**src/rtl/core/tocn_pkg.sv**
```systemverilog
package tocn_pkg;

  // Width of each signed offset field on the input stream.
  localparam int OFFSET_BITS = 16;

  localparam int YEAR_W  = 14;
  localparam int DOY_W   = 9;
  localparam int HOUR_W  = 5;
  localparam int MIN_W   = 6;
  localparam int SEC_W   = 6;
  localparam int MONTH_W = 4;
  localparam int MDAY_W  = 5;

  // Stream packing, first field in the lowest bits, padded to whole bytes.
  localparam int IN_BITS = YEAR_W + DOY_W + HOUR_W + MIN_W + SEC_W + 3 * OFFSET_BITS;
  localparam int IN_W    = ((IN_BITS + 7) / 8) * 8;
  localparam int IN_YEAR_LSB = 0;
  localparam int IN_DOY_LSB  = IN_YEAR_LSB + YEAR_W;
  localparam int IN_HOUR_LSB = IN_DOY_LSB + DOY_W;
  localparam int IN_MIN_LSB  = IN_HOUR_LSB + HOUR_W;
  localparam int IN_SEC_LSB  = IN_MIN_LSB + MIN_W;
  localparam int IN_OH_LSB   = IN_SEC_LSB + SEC_W;
  localparam int IN_OM_LSB   = IN_OH_LSB + OFFSET_BITS;
  localparam int IN_OS_LSB   = IN_OM_LSB + OFFSET_BITS;

  localparam int OUT_BITS = YEAR_W + DOY_W + MONTH_W + MDAY_W + HOUR_W + MIN_W + SEC_W;
  localparam int OUT_W    = ((OUT_BITS + 7) / 8) * 8;
  localparam int OUT_PAD  = OUT_W - OUT_BITS;

  // Signed working width of the carry sums and the day count; it also holds a base year.
  localparam int XW = (OFFSET_BITS + 2 > 15) ? OFFSET_BITS + 2 : 15;
  // Biased (non-negative) dividend width, reciprocal and quotient widths.
  localparam int UW = XW + 1;
  localparam int MW = UW - 4;
  localparam int QW = UW - 4;
  localparam int PW = UW + MW;
  localparam int DW = 9;
  localparam int RW = 10;
  localparam int YW = 15;
  localparam int MOD_W = 9;

  localparam logic [DW-1:0] DIV_SEC  = DW'(60);
  localparam logic [DW-1:0] DIV_HOUR = DW'(24);
  localparam logic [DW-1:0] DIV_YEAR = DW'(400);

  // Truncated reciprocals: the estimate is the true quotient or one below it.
  localparam logic [MW-1:0] RECIP_SEC  = MW'((64'd1 << UW) / 64'd60);
  localparam logic [MW-1:0] RECIP_HOUR = MW'((64'd1 << UW) / 64'd24);
  localparam logic [MW-1:0] RECIP_YEAR = MW'((64'd1 << UW) / 64'd400);

  // A multiple of the divisor is added so that the dividend is never negative;
  // the same count is taken off the quotient afterwards.
  localparam logic [UW-1:0] KQ_SEC    = UW'((64'd1 << (OFFSET_BITS + 1)) / 64'd60 + 64'd1);
  localparam logic [UW-1:0] KQ_HOUR   = UW'((64'd1 << (OFFSET_BITS + 1)) / 64'd24 + 64'd1);
  localparam logic [UW-1:0] BIAS_SEC  = UW'(64'd60 * ((64'd1 << (OFFSET_BITS + 1)) / 64'd60
                                                      + 64'd1));
  localparam logic [UW-1:0] BIAS_HOUR = UW'(64'd24 * ((64'd1 << (OFFSET_BITS + 1)) / 64'd24
                                                      + 64'd1));
  localparam logic [UW-1:0] ADJ_MIN   = BIAS_SEC - KQ_SEC;
  localparam logic [UW-1:0] ADJ_HOUR  = BIAS_HOUR - KQ_SEC;
  localparam logic [XW-1:0] DAY_ADJ   = KQ_HOUR[XW-1:0];

  localparam logic signed [YW-1:0] YEAR_MAX     = YW'(9999);
  localparam logic signed [YW-1:0] YEAR_CENTURY = YW'(100);
  localparam logic [DOY_W-1:0]     LEN_COMMON   = DOY_W'(365);
  localparam logic [DOY_W-1:0]     LEN_LEAP     = DOY_W'(366);
  localparam logic [MOD_W-1:0]     MOD_LAST     = MOD_W'(399);

  // Gregorian rule; years below 100 count as 19xx. y400 is the year modulo 400.
  function automatic logic is_leap(input logic signed [YW-1:0] yr,
                                   input logic [MOD_W-1:0] y400);
    logic div4;
    div4 = (yr[1:0] == 2'b00);
    if (yr < YEAR_CENTURY) begin
      return div4 && (yr != '0);
    end
    return div4 && (y400 != MOD_W'(100)) && (y400 != MOD_W'(200)) &&
           (y400 != MOD_W'(300));
  endfunction

  function automatic logic [MDAY_W-1:0] month_len(input logic leap,
                                                  input logic [MONTH_W-1:0] idx);
    logic [MDAY_W-1:0] len;
    unique case (idx)
      4'd0, 4'd2, 4'd4, 4'd6, 4'd7, 4'd9, 4'd11: len = 5'd31;
      4'd3, 4'd5, 4'd8, 4'd10:                   len = 5'd30;
      4'd1:    len = leap ? 5'd29 : 5'd28;
      default: len = 5'd31;
    endcase
    return len;
  endfunction

endpackage

```
**src/rtl/core/time_offset_calendar_normalizer.sv**
```systemverilog
// Adds a signed hour/minute/second offset to a timestamp given as year, day of
// year, hour, minute and second, and returns the normalized year, day of year,
// month, day of month and time of day.
// Input stream (s_axis_*): one item per timestamp; an item is taken when
// s_axis_tvalid and s_axis_tready are both high. Output stream (m_axis_*):
// exactly one result item per input item, in order.
// A single divide-by-constant unit (reciprocal multiply, remainder, correction)
// is run four times: year modulo 400, then the second, minute and hour carries.
// The day count then crosses year boundaries one year per cycle, and the month
// search walks the month table one month per cycle.
// One item is in work at a time: the block takes no new timestamp before its
// result is loaded, and s_axis_tready goes high again in the cycle after that.
// The result sits in an output register, so the next item is accepted while a
// result waits; if m_axis_tready stays low, the next finished result waits
// inside the block until the register is free, and s_axis_tready stays low.
// Synchronous reset (rst) returns the sequencer to idle and drops the output
// valid; it holds no other state.
module time_offset_calendar_normalizer (
  input  logic                       clk,
  input  logic                       rst,
  input  logic                       s_axis_tvalid,
  output logic                       s_axis_tready,
  // base_year, base_day_of_year, base_hour, base_minute, base_second,
  // offset_hours, offset_minutes, offset_seconds
  input  logic [tocn_pkg::IN_W-1:0]  s_axis_tdata,
  output logic                       m_axis_tvalid,
  input  logic                       m_axis_tready,
  // out_year, out_day_of_year, out_month, out_day, out_hour, out_minute, out_second
  output logic [tocn_pkg::OUT_W-1:0] m_axis_tdata,
  // year_clamped
  output logic                       m_axis_tuser
);

  localparam int OB = tocn_pkg::OFFSET_BITS;
  localparam int XW = tocn_pkg::XW;
  localparam int UW = tocn_pkg::UW;
  localparam int MW = tocn_pkg::MW;
  localparam int QW = tocn_pkg::QW;
  localparam int PW = tocn_pkg::PW;
  localparam int DW = tocn_pkg::DW;
  localparam int RW = tocn_pkg::RW;
  localparam int YW = tocn_pkg::YW;
  localparam int MOD_W = tocn_pkg::MOD_W;

  // Sequencer states.
  localparam logic [3:0] S_IDLE  = 4'd0;
  localparam logic [3:0] S_MUL   = 4'd1;
  localparam logic [3:0] S_REM   = 4'd2;
  localparam logic [3:0] S_FIX   = 4'd3;
  localparam logic [3:0] S_NEXT  = 4'd4;
  localparam logic [3:0] S_FWD   = 4'd5;
  localparam logic [3:0] S_BWD   = 4'd6;
  localparam logic [3:0] S_CLAMP = 4'd7;
  localparam logic [3:0] S_MON   = 4'd8;
  localparam logic [3:0] S_DONE  = 4'd9;

  // Which division the shared unit is doing.
  localparam logic [1:0] PH_YEAR = 2'd0;
  localparam logic [1:0] PH_SEC  = 2'd1;
  localparam logic [1:0] PH_MIN  = 2'd2;
  localparam logic [1:0] PH_HOUR = 2'd3;

  logic [3:0]             state;
  logic [1:0]             phase;
  logic [UW-1:0]          xb;
  logic [PW-1:0]          prod;
  logic [QW-1:0]          qk;
  logic [RW-1:0]          rem;
  logic signed [YW-1:0]   yr;
  logic [MOD_W-1:0]       y400;
  logic signed [XW-1:0]   jd;
  logic [4:0]             hr;
  logic [5:0]             mi;
  logic [5:0]             sc;
  logic signed [OB-1:0]   oh;
  logic signed [OB-1:0]   om;
  logic signed [OB-1:0]   os;
  logic                   clamped;
  logic [3:0]             midx;
  logic [8:0]             left;

  // Shared divide-by-constant unit.
  logic [DW-1:0]          d_sel;
  logic [MW-1:0]          m_sel;
  logic [QW-1:0]          q0;
  logic [QW+DW-1:0]       qd_full;
  logic [UW-1:0]          diff;
  logic                   inc;
  logic [RW-1:0]          r_fin;

  always_comb begin
    unique case (phase)
      PH_YEAR: begin
        d_sel = tocn_pkg::DIV_YEAR;
        m_sel = tocn_pkg::RECIP_YEAR;
      end
      PH_SEC, PH_MIN: begin
        d_sel = tocn_pkg::DIV_SEC;
        m_sel = tocn_pkg::RECIP_SEC;
      end
      PH_HOUR: begin
        d_sel = tocn_pkg::DIV_HOUR;
        m_sel = tocn_pkg::RECIP_HOUR;
      end
      default: begin
        d_sel = tocn_pkg::DIV_SEC;
        m_sel = tocn_pkg::RECIP_SEC;
      end
    endcase
  end

  assign q0      = prod[PW-1:UW];
  assign qd_full = q0 * d_sel;
  assign diff    = xb - qd_full[UW-1:0];
  // The estimate is at most one short, so one compare and subtract finishes it.
  assign inc     = (rem >= {1'b0, d_sel});
  assign r_fin   = rem - (inc ? {1'b0, d_sel} : '0);

  // Next dividends: base field plus offset plus the carry, with the bias folded in.
  logic [UW-1:0] os_x, om_x, oh_x, qk_x;
  logic [UW-1:0] xb_sec, xb_min, xb_hour;
  logic signed [XW-1:0] jd_days;

  assign os_x    = {{(UW-OB){os[OB-1]}}, os};
  assign om_x    = {{(UW-OB){om[OB-1]}}, om};
  assign oh_x    = {{(UW-OB){oh[OB-1]}}, oh};
  assign qk_x    = {{(UW-QW){1'b0}}, qk};
  assign xb_sec  = UW'(sc) + os_x + tocn_pkg::BIAS_SEC;
  assign xb_min  = UW'(mi) + om_x + qk_x + tocn_pkg::ADJ_MIN;
  assign xb_hour = UW'(hr) + oh_x + qk_x + tocn_pkg::ADJ_HOUR;
  assign jd_days = jd + $signed(XW'(qk)) - $signed(tocn_pkg::DAY_ADJ);

  // Year rollover.
  logic signed [YW-1:0] yr_m1;
  logic [MOD_W-1:0]     y400_p1, y400_m1;
  logic [8:0]           len_cur, len_m1;
  logic signed [XW-1:0] len_cur_s, len_m1_s;
  logic                 step_fwd, step_bwd;

  assign yr_m1     = yr - YW'(1);
  assign y400_p1   = (y400 == tocn_pkg::MOD_LAST) ? '0 : y400 + MOD_W'(1);
  assign y400_m1   = (y400 == '0) ? tocn_pkg::MOD_LAST : y400 - MOD_W'(1);
  assign len_cur   = tocn_pkg::is_leap(yr, y400) ? tocn_pkg::LEN_LEAP : tocn_pkg::LEN_COMMON;
  assign len_m1    = tocn_pkg::is_leap(yr_m1, y400_m1) ? tocn_pkg::LEN_LEAP
                                                       : tocn_pkg::LEN_COMMON;
  assign len_cur_s = $signed(XW'(len_cur));
  assign len_m1_s  = $signed(XW'(len_m1));
  assign step_fwd  = (jd > len_cur_s) && (yr <= tocn_pkg::YEAR_MAX);
  assign step_bwd  = (jd < $signed(XW'(1))) && !yr[YW-1];

  // Month search.
  logic [4:0] mlen;
  logic       step_mon;

  assign mlen     = tocn_pkg::month_len(tocn_pkg::is_leap(yr, y400), midx);
  assign step_mon = (midx < 4'd11) && (left > {4'b0, mlen});

  assign s_axis_tready = (state == S_IDLE);

  always_ff @(posedge clk) begin
    if (rst) begin
      state         <= S_IDLE;
      m_axis_tvalid <= 1'b0;
    end else begin
      if (m_axis_tvalid && m_axis_tready && (state != S_DONE)) begin
        m_axis_tvalid <= 1'b0;
      end
      unique case (state)
        S_IDLE: begin
          if (s_axis_tvalid) begin
            yr    <= $signed(YW'(s_axis_tdata[tocn_pkg::IN_YEAR_LSB +: tocn_pkg::YEAR_W]));
            jd    <= $signed(XW'(s_axis_tdata[tocn_pkg::IN_DOY_LSB +: tocn_pkg::DOY_W]));
            hr    <= s_axis_tdata[tocn_pkg::IN_HOUR_LSB +: tocn_pkg::HOUR_W];
            mi    <= s_axis_tdata[tocn_pkg::IN_MIN_LSB +: tocn_pkg::MIN_W];
            sc    <= s_axis_tdata[tocn_pkg::IN_SEC_LSB +: tocn_pkg::SEC_W];
            oh    <= s_axis_tdata[tocn_pkg::IN_OH_LSB +: OB];
            om    <= s_axis_tdata[tocn_pkg::IN_OM_LSB +: OB];
            os    <= s_axis_tdata[tocn_pkg::IN_OS_LSB +: OB];
            xb    <= UW'(s_axis_tdata[tocn_pkg::IN_YEAR_LSB +: tocn_pkg::YEAR_W]);
            phase <= PH_YEAR;
            state <= S_MUL;
          end
        end
        S_MUL: begin
          prod  <= xb * m_sel;
          state <= S_REM;
        end
        S_REM: begin
          qk    <= q0;
          rem   <= diff[RW-1:0];
          state <= S_FIX;
        end
        S_FIX: begin
          qk <= qk + QW'(inc);
          unique case (phase)
            PH_YEAR: y400 <= r_fin[MOD_W-1:0];
            PH_SEC:  sc   <= r_fin[5:0];
            PH_MIN:  mi   <= r_fin[5:0];
            PH_HOUR: hr   <= r_fin[4:0];
            default: hr   <= r_fin[4:0];
          endcase
          state <= S_NEXT;
        end
        S_NEXT: begin
          unique case (phase)
            PH_YEAR: begin
              xb    <= xb_sec;
              phase <= PH_SEC;
              state <= S_MUL;
            end
            PH_SEC: begin
              xb    <= xb_min;
              phase <= PH_MIN;
              state <= S_MUL;
            end
            PH_MIN: begin
              xb    <= xb_hour;
              phase <= PH_HOUR;
              state <= S_MUL;
            end
            default: begin
              jd    <= jd_days;
              state <= S_FWD;
            end
          endcase
        end
        S_FWD: begin
          if (step_fwd) begin
            jd   <= jd - len_cur_s;
            yr   <= yr + YW'(1);
            y400 <= y400_p1;
          end else begin
            state <= S_BWD;
          end
        end
        S_BWD: begin
          if (step_bwd) begin
            jd   <= jd + len_m1_s;
            yr   <= yr_m1;
            y400 <= y400_m1;
          end else begin
            state <= S_CLAMP;
          end
        end
        S_CLAMP: begin
          midx <= '0;
          priority if (yr[YW-1]) begin
            clamped <= 1'b1;
            yr      <= '0;
            jd      <= $signed(XW'(1));
            left    <= 9'd1;
            hr      <= '0;
            mi      <= '0;
            sc      <= '0;
          end else if (yr > tocn_pkg::YEAR_MAX) begin
            // Year 9999 is a common year, so the last day is day 365.
            clamped <= 1'b1;
            yr      <= tocn_pkg::YEAR_MAX;
            jd      <= $signed(XW'(tocn_pkg::LEN_COMMON));
            left    <= tocn_pkg::LEN_COMMON;
            hr      <= 5'd23;
            mi      <= 6'd59;
            sc      <= 6'd59;
          end else begin
            clamped <= 1'b0;
            left    <= jd[8:0];
          end
          state <= S_MON;
        end
        S_MON: begin
          if (step_mon) begin
            left <= left - {4'b0, mlen};
            midx <= midx + 4'd1;
          end else begin
            state <= S_DONE;
          end
        end
        S_DONE: begin
          if (!m_axis_tvalid || m_axis_tready) begin
            m_axis_tdata  <= {{tocn_pkg::OUT_PAD{1'b0}}, sc, mi, hr, left[4:0],
                              4'(midx + 4'd1), jd[8:0], yr[tocn_pkg::YEAR_W-1:0]};
            m_axis_tuser  <= clamped;
            m_axis_tvalid <= 1'b1;
            state         <= S_IDLE;
          end
        end
        default: state <= S_IDLE;
      endcase
    end
  end

  // The reciprocal estimate is never more than one short.
  a_rem_bound: assert property (@(posedge clk) disable iff (rst)
    state == S_FIX |-> rem < ({1'b0, d_sel} << 1))
    else $error("divider remainder out of range");

  // An accepted item always starts with the year-modulo pass.
  a_start: assert property (@(posedge clk) disable iff (rst)
    s_axis_tvalid && s_axis_tready |=> state == S_MUL && phase == PH_YEAR)
    else $error("item did not start the divide sequence");

  // The month search always works on a day that exists.
  a_mon_left: assert property (@(posedge clk) disable iff (rst)
    state == S_MON |-> left != '0 && left <= 9'd366)
    else $error("month search day count out of range");

  // A freshly loaded result carries a valid month and day of month.
  a_result: assert property (@(posedge clk) disable iff (rst)
    state == S_DONE && (!m_axis_tvalid || m_axis_tready) |=>
      m_axis_tdata[26:23] != '0 && m_axis_tdata[26:23] <= 4'd12 &&
      m_axis_tdata[31:27] != '0)
    else $error("result month or day out of range");

endmodule

```
**config.mk**
```make
export PLATFORM = sky130hd
export DESIGN_NAME = time_offset_calendar_normalizer
export DESIGN_NICKNAME = d
export VERILOG_FILES = /design/src/rtl/core/tocn_pkg.sv /design/src/rtl/core/time_offset_calendar_normalizer.sv
export SDC_FILE = /design/constraint.sdc
export NUM_CORES = 1
export LEC_CHECK = 0
export BUFFER_PORTS_ARGS = -buffer_cell sky130_fd_sc_hd__buf_2
export CORE_ASPECT_RATIO = 0.8
export CORE_MARGIN = 4
export CORE_UTILIZATION = 45
export CTS_CLUSTER_SIZE = 10
export DETAILED_ROUTE_END_ITERATION = 7
export GPL_TIMING_DRIVEN = 0
export PLACE_DENSITY = 0.61
export SYNTH_ARGS = -nofsm -noshare
export SYNTH_HDL_FRONTEND = slang
export SYNTH_SLANG_ARGS = --single-unit
```
**constraint.sdc**
```tcl
create_clock -name clk -period 15.4 [get_ports clk]
set_clock_uncertainty 0.05 [all_clocks]
set_input_delay 3.85 -clock clk [delete_from_list [all_inputs] [get_ports clk]]
set_output_delay 3.85 -clock clk [all_outputs]
set_load 0.01 [all_outputs]
```
Word-level counts from Yosys, hierarchy flattened
Index checks and enable logic that the tools add are counted.

Reduce and logical (&&, ||, !) cells: 49. Muxes and demuxes: 69. $lt $le $gt $ge: 9. Divide/modulo/power cells: 0. Shift-type cells: 0. Add/sub/neg operators: 21. Eq/ne operators: 40. Bitwise gates (word level): 1. Multiply operators: 2.

Operator list (count): 18-bit two-way mux (6); 18-bit one-hot mux with 5 select lines (1); 9-bit two-way mux (9); 15-bit one-hot mux with 4 select lines (1); 19-bit one-hot mux with 3 select lines (1); 9-bit one-hot mux with 3 select lines (2); 15-bit two-way mux (3); 15-bit one-hot mux with 3 select lines (1); 4-bit one-hot mux with 10 select lines (1); 18-bit by 18-bit adder with 19-bit output (second input constant) (2); 19-bit one-hot mux with 2 select lines (1); 17-bit by 16-bit adder with 18-bit output (2); 6-bit two-way mux (6); 6-bit one-hot mux with 3 select lines (2); 7-bit by 16-bit adder with 17-bit output (2); 19-bit by 15-bit multiplier with 34-bit output (1); 15-bit by 8-bit less-than comparator with 1-bit output (second input constant) (2); 15-bit one-hot mux with 2 select lines (1); 5-bit AND reduction (6); 15-bit nonzero test (2); 14-bit two-way mux (2); 4-bit two-way mux (6); 2-bit inequality test (second input constant) (12); 4-bit by 3-bit equality test with 1-bit output (second input constant) (5); other kinds (64) (114).

Input port bits: 92. ROM bits: 0. Logic and storage cells: 213. Bits in latches: 0. Memories: 0. Memory bits (writable): 0. Flip-flop bits (word level): 256. Output and inout bits: 59.

Logic depth before layout (Yosys ltp)
Word-level depth: 11. Mapped depth: 31. Mapped depth without buffers: 28.

Least setup slack after synthesis
OpenSTA, ideal clock, no wires.

Kind: input -> register. Start: in rst. End: reg m_axis_tdata[0] (netlist name), enable pin. Setup time: 0.520 ns. Required time: 14.830 ns. Path buffers: 1. Arrival: 7.508 ns. Setup slack: 7.322 ns. Stages on the path: 2. Path through: clkbuf_1 -> nor3_1.

Word-level cells in the longest chain between the ends: 2.

Ends and longest elaborated chain: from (decl) (line time_offset_calendar_normalizer.sv:20) `input logic rst,`; 1-bit NOT (no line); 3-bit AND reduction (no line); to (signal assigned) (line time_offset_calendar_normalizer.sv:280) `m_axis_tdata <= {{tocn_pkg::OUT_PAD{1'b0}}, sc, mi, hr, left[4:0],`; to (decl) (line time_offset_calendar_normalizer.sv:29) `output logic [tocn_pkg::OUT_W-1:0] m_axis_tdata,`.

Every way passes these cells. A chain may end at the register's enable or synchronous reset.

Worst setup path in the final report
Start: reg phase[0]. End: reg prod[30] (data pin).

Word-level cells in the longest chain between the ends: 4. Elaborated cells between the ends (all ways): 7. Classes of those cells: 1 x mul; 3 x eq/ne; 1 x mux; 2 x reduce/logical.

Ends and longest elaborated chain: from (decl) (line time_offset_calendar_normalizer.sv:64) `logic [1:0] phase;`; from (signal assigned) (line time_offset_calendar_normalizer.sv:180) `phase <= PH_YEAR;`; from (signal assigned) (line time_offset_calendar_normalizer.sv:208) `phase <= PH_SEC;`; from (signal assigned) (line time_offset_calendar_normalizer.sv:213) `phase <= PH_MIN;`; 2-bit equality test or 2-bit by 1-bit equality test with 1-bit output (tied branches) (line time_offset_calendar_normalizer.sv:92) `unique case (phase)`; 2-bit OR reduction (line time_offset_calendar_normalizer.sv:92); 15-bit one-hot mux with 3 select lines * (line time_offset_calendar_normalizer.sv:92); 19-bit by 15-bit multiplier with 34-bit output * (line time_offset_calendar_normalizer.sv:185) `prod <= xb * m_sel;`; to (signal assigned) (line time_offset_calendar_normalizer.sv:185); to (decl) (line time_offset_calendar_normalizer.sv:66) `logic [PW-1:0] prod;`.

Mark *: on every way between the ends. The rest lies on a longest branch, timed or not. The select of a mux whose other input is x is not followed.

==> flow_metrics.py <==
metrics = {
    "power_and_ir_drop": {
        "power_leakage_nw": 12.3,
        "clock_power_share": 0.150,
        "share_seq_of_total_power": 0.220,
        "sw_frac_of_total": 0.440,
        "combPwrFrac": 0.630,
        "p_int_mw": 2.39,
        "power.density_cell_area_mw_per_mm2": 159,
        "switchingPower_mw": 1.87,
        "power.ir.vdd_worst_mv": 0.235,
    },
    "global_route": {
        "initial_antenna_violation_count": 1,
        "first_global_vias": 18342,
        "grt_peak_use_layer": "met1",
        "grt_util_all_layers": 0.251,
        "maximum_number_of_pins_on_one_net_before_global_route_repair": 29,
        "global_route.overflow_total": 0,
        "grtUsageMet2": 0.339,
        "grt_pass1_wl_mm": 110,
        "grtUsageMet1": 0.392,
        "global_route.usage.met3": 0.0740,
    },
    "layout": {
        "layout-drive-gt1-share": 0.0872,
        "post_layout_nonfiller_instances": 3354,
        "mostFrequentLayoutCell": "inv_1",
        "layout_common_cells": "431 x inv_1, 314 x ha_1, 231 x edfxtp_1, 202 x fa_1, 195 x nand2_1",
        "fillerInstances": 4885,
        "nets": 3251,
        "syn_to_final_growth_pct": 10.7,
    },
    "placed_design": {
        "dpl.cell_count": 3304,
        "dp.final_hpwl_mm": 60.6,
        "gp_routability_congestion": 0.962,
        "buffer_ports.inserted": 143,
    },
    "hold_path": {
        "holdCritPathClass": "reg2reg",
        "worstHoldPathCells": 0,
    },
    "setup_path": {
        "cell_repeated_most_along_the_worst_path": "fa_1",
        "end_kind": "register",
        "setup.worst_path.class": "reg2reg",
        "slowest_stage": "buf_1",
        "crit_required_ns": 15.69,
        "critical_path_launch_point_type": "register",
        "worst-r2r-cell-count": 27,
        "critical_path_arrival_ns": 9.71,
        "cp_max_fo": 10,
        "cp_slowest_stage_delay_ns": 0.67,
    },
    "route": {
        "number_of_routed_nets_with_antenna_violations": 0,
        "drt_first_pass_iters": 5,
        "dr_vias": 18710,
        "drt_first_iter_violations": 1918,
        "postRouteWirelength_mm": 73.4,
        "detail_route.wl_per_cell_um": 21.9,
        "detail_route.vias_per_cell": 5.58,
        "drc_errors": 0,
    },
    "synth": {
        "syn_area_mm2": 0.0242,
        "synth.distinct_cells": 83,
        "part_of_the_yosys_area_used_for_sequential_elements": 0.291,
        "synth_area_per_cell_um2": 9.87,
        "yosysTopAreaCell": "edfxtp_1",
        "postSynthRegisterBits": 236,
        "synth.area.top_cells": "edfxtp_1 29%, fa_1 17%, ha_1 16%",
        "yosysTopAreaCellShare": 0.286,
        "postSynthCellCount": 2453,
        "synth-edff-count": 231,
        "postSynth.asyncResetShare": 0,
        "synth.yosys.warnings": 0,
        "synthFlopType": "edfxtp_1",
    },
    "die": {
        "num_io_pins": 151,
        "placement_rows": 75,
        "chipWidth_um": 267,
        "die_height_um": 215,
        "fp.coreArea_mm2": 0.0528,
        "die-area_mm2": 0.0576,
        "initial_utilization": 0.458,
    },
    "timing": {
        "worst_slew_margin_rel": 0.217,
        "tightest_slew_ns": 1.17,
        "drv_slew": 0,
        "report.final.hold_viol_count": 0,
        "total_neg_setup_slack_ns": 0,
        "post-route-min-period_ns": 9.42,
        "setup_repair_after_global_routing_missed_its_margin": "no",
        "finalSetupViolations": 0,
        "finalCritPeriodShare": 0.612,
        "achievable-frequency_mhz": 106,
    },
    "cts": {
        "cts.path.max_buffers": 3,
        "clock_tree_from_tritoncts": "built",
        "cts_root_buffer": "clkbuf_16",
        "numCtsBuffers": 29,
        "resized_cells_post_cts": 0,
        "clkLatencyLatePin_ns": 0.60,
        "cts.hold.buffers_added": 0,
        "buffer_count_from_post_cts_setup_fixing": 0,
        "clkSlewWorstSetupHoldPaths_ns": 0.06,
        "ctsHtreeMaxLevel": 1,
        "cts_num_sinks": 236,
    },
    "status": {
        "status": "completed",
    },
    "job": {
        "timing.max_cap.violations": 0,
    },
}
-- synthesized netlist by cell type (30+ instances only) --
cell type,instances
a21o_1,30
a21oi_1,93
and2_1,30
clkbuf_1,68
edfxtp_1,231
fa_1,202
ha_1,314
inv_1,431
nand2_1,195
nand3_1,46
nor2_1,120
nor2b_1,35
nor3_1,37
o21ai_0,84
xnor2_1,122
xor2_1,44
-- final timing paths --
kind | startpoint | endpoint | slack, ns
max | phase[0] | prod[30] | 5.98
min | clamped | m_axis_tuser | 0.37
max reg2reg | phase[0] | prod[30] | 5.98
min reg2reg | clamped | m_axis_tuser | 0.37
-- worst max-delay path: cells and delay by family, from the launching register on --
family,cells,cell delay [ns]
xor+xnor,1,0.17
simple gates,4,1.19
compound gates,5,1.49
flops,1,0.43
fa+ha+maj,8,3.76
buf+inv,9,2.03
-- cells by family after synthesis --
family,after synthesis,synth area share
compound gates,421,0.117
xor+xnor,166,0.0600
fa+ha+maj,516,0.329
buf+inv,519,0.0817
flops,236,0.291
mux,6,0.00258
other cells,1,0.000155
simple gates,588,0.119
-- per-layer routing --
metal	vias to the layer above	wire length (um)
met5	-	7
met4	2	1820
met3	109	8140
met2	848	28900
met1	9038	34500
li1	8713	-
-- area by class of cell --
| class | instances | area [um^2] | share of cell area |
|---|---|---|---|
| Clock buffer | 41 | 801 | 0.0299 |
| Antenna cell | 1 | 2.50 | 0.0000934 |
| Timing Repair Buffer | 153 | 830 | 0.0310 |
| Buffer | 86 | 353 | 0.0132 |
| Clock inverter | 7 | 36.3 | 0.00135 |
| Sequential cell | 236 | 7040 | 0.263 |
| Tap cell | 693 | 867 | 0.0324 |
| Multi-Input combinational cell | 1704 | 15200 | 0.569 |
| Inverter | 433 | 1630 | 0.0607 |
-- flip-flops by register name, summed over array words and instances, names as in the netlist --
signal         cells
om                16
xb                18
prod              15
phase              2
jd                18
hr                 5
left               9
mi                 6
m_axis_tdata      49
qk                15
sc                 6
oh                16
y400               9
rem               10
m_axis_tuser       1
midx               4
clamped            1
m_axis_tvalid      1
state              4
os                16
yr                15
-- power groups by stage --
stage	Sequential [mW]	Combinational, mW	Clock, mW
after global placement	0.947	2.60	0
final	0.935	2.68	0.640
after floorplan	0.914	2.03	0
after CTS	0.933	2.69	0.653
after global routing	0.938	3.09	0.677
after detailed placement	0.946	2.67	0
-- per-stage QoR --
| stage | cell area, um^2 | hold slack (ns) | setup slack, ns | power, mW | util |
|---|---|---|---|---|---|
| 2_1_floorplan | 24200 | 0.350 | 7.32 | 2.94 | - |
| 3_3_place_gp | 25800 | 0.364 | 4.80 | 3.55 | 0.489 |
| 3_5_place_dp | 25900 | 0.359 | 6.07 | 3.61 | 0.491 |
| 4_1_cts | 26800 | 0.372 | 6.03 | 4.27 | 0.507 |
| 5_1_grt | 26800 | 0.386 | 5.47 | 4.70 | 0.507 |
| 6_report | 26800 | 0.370 | 5.98 | 4.26 | 0.507 |
Note: power is estimated with default switching activity, not from simulation.
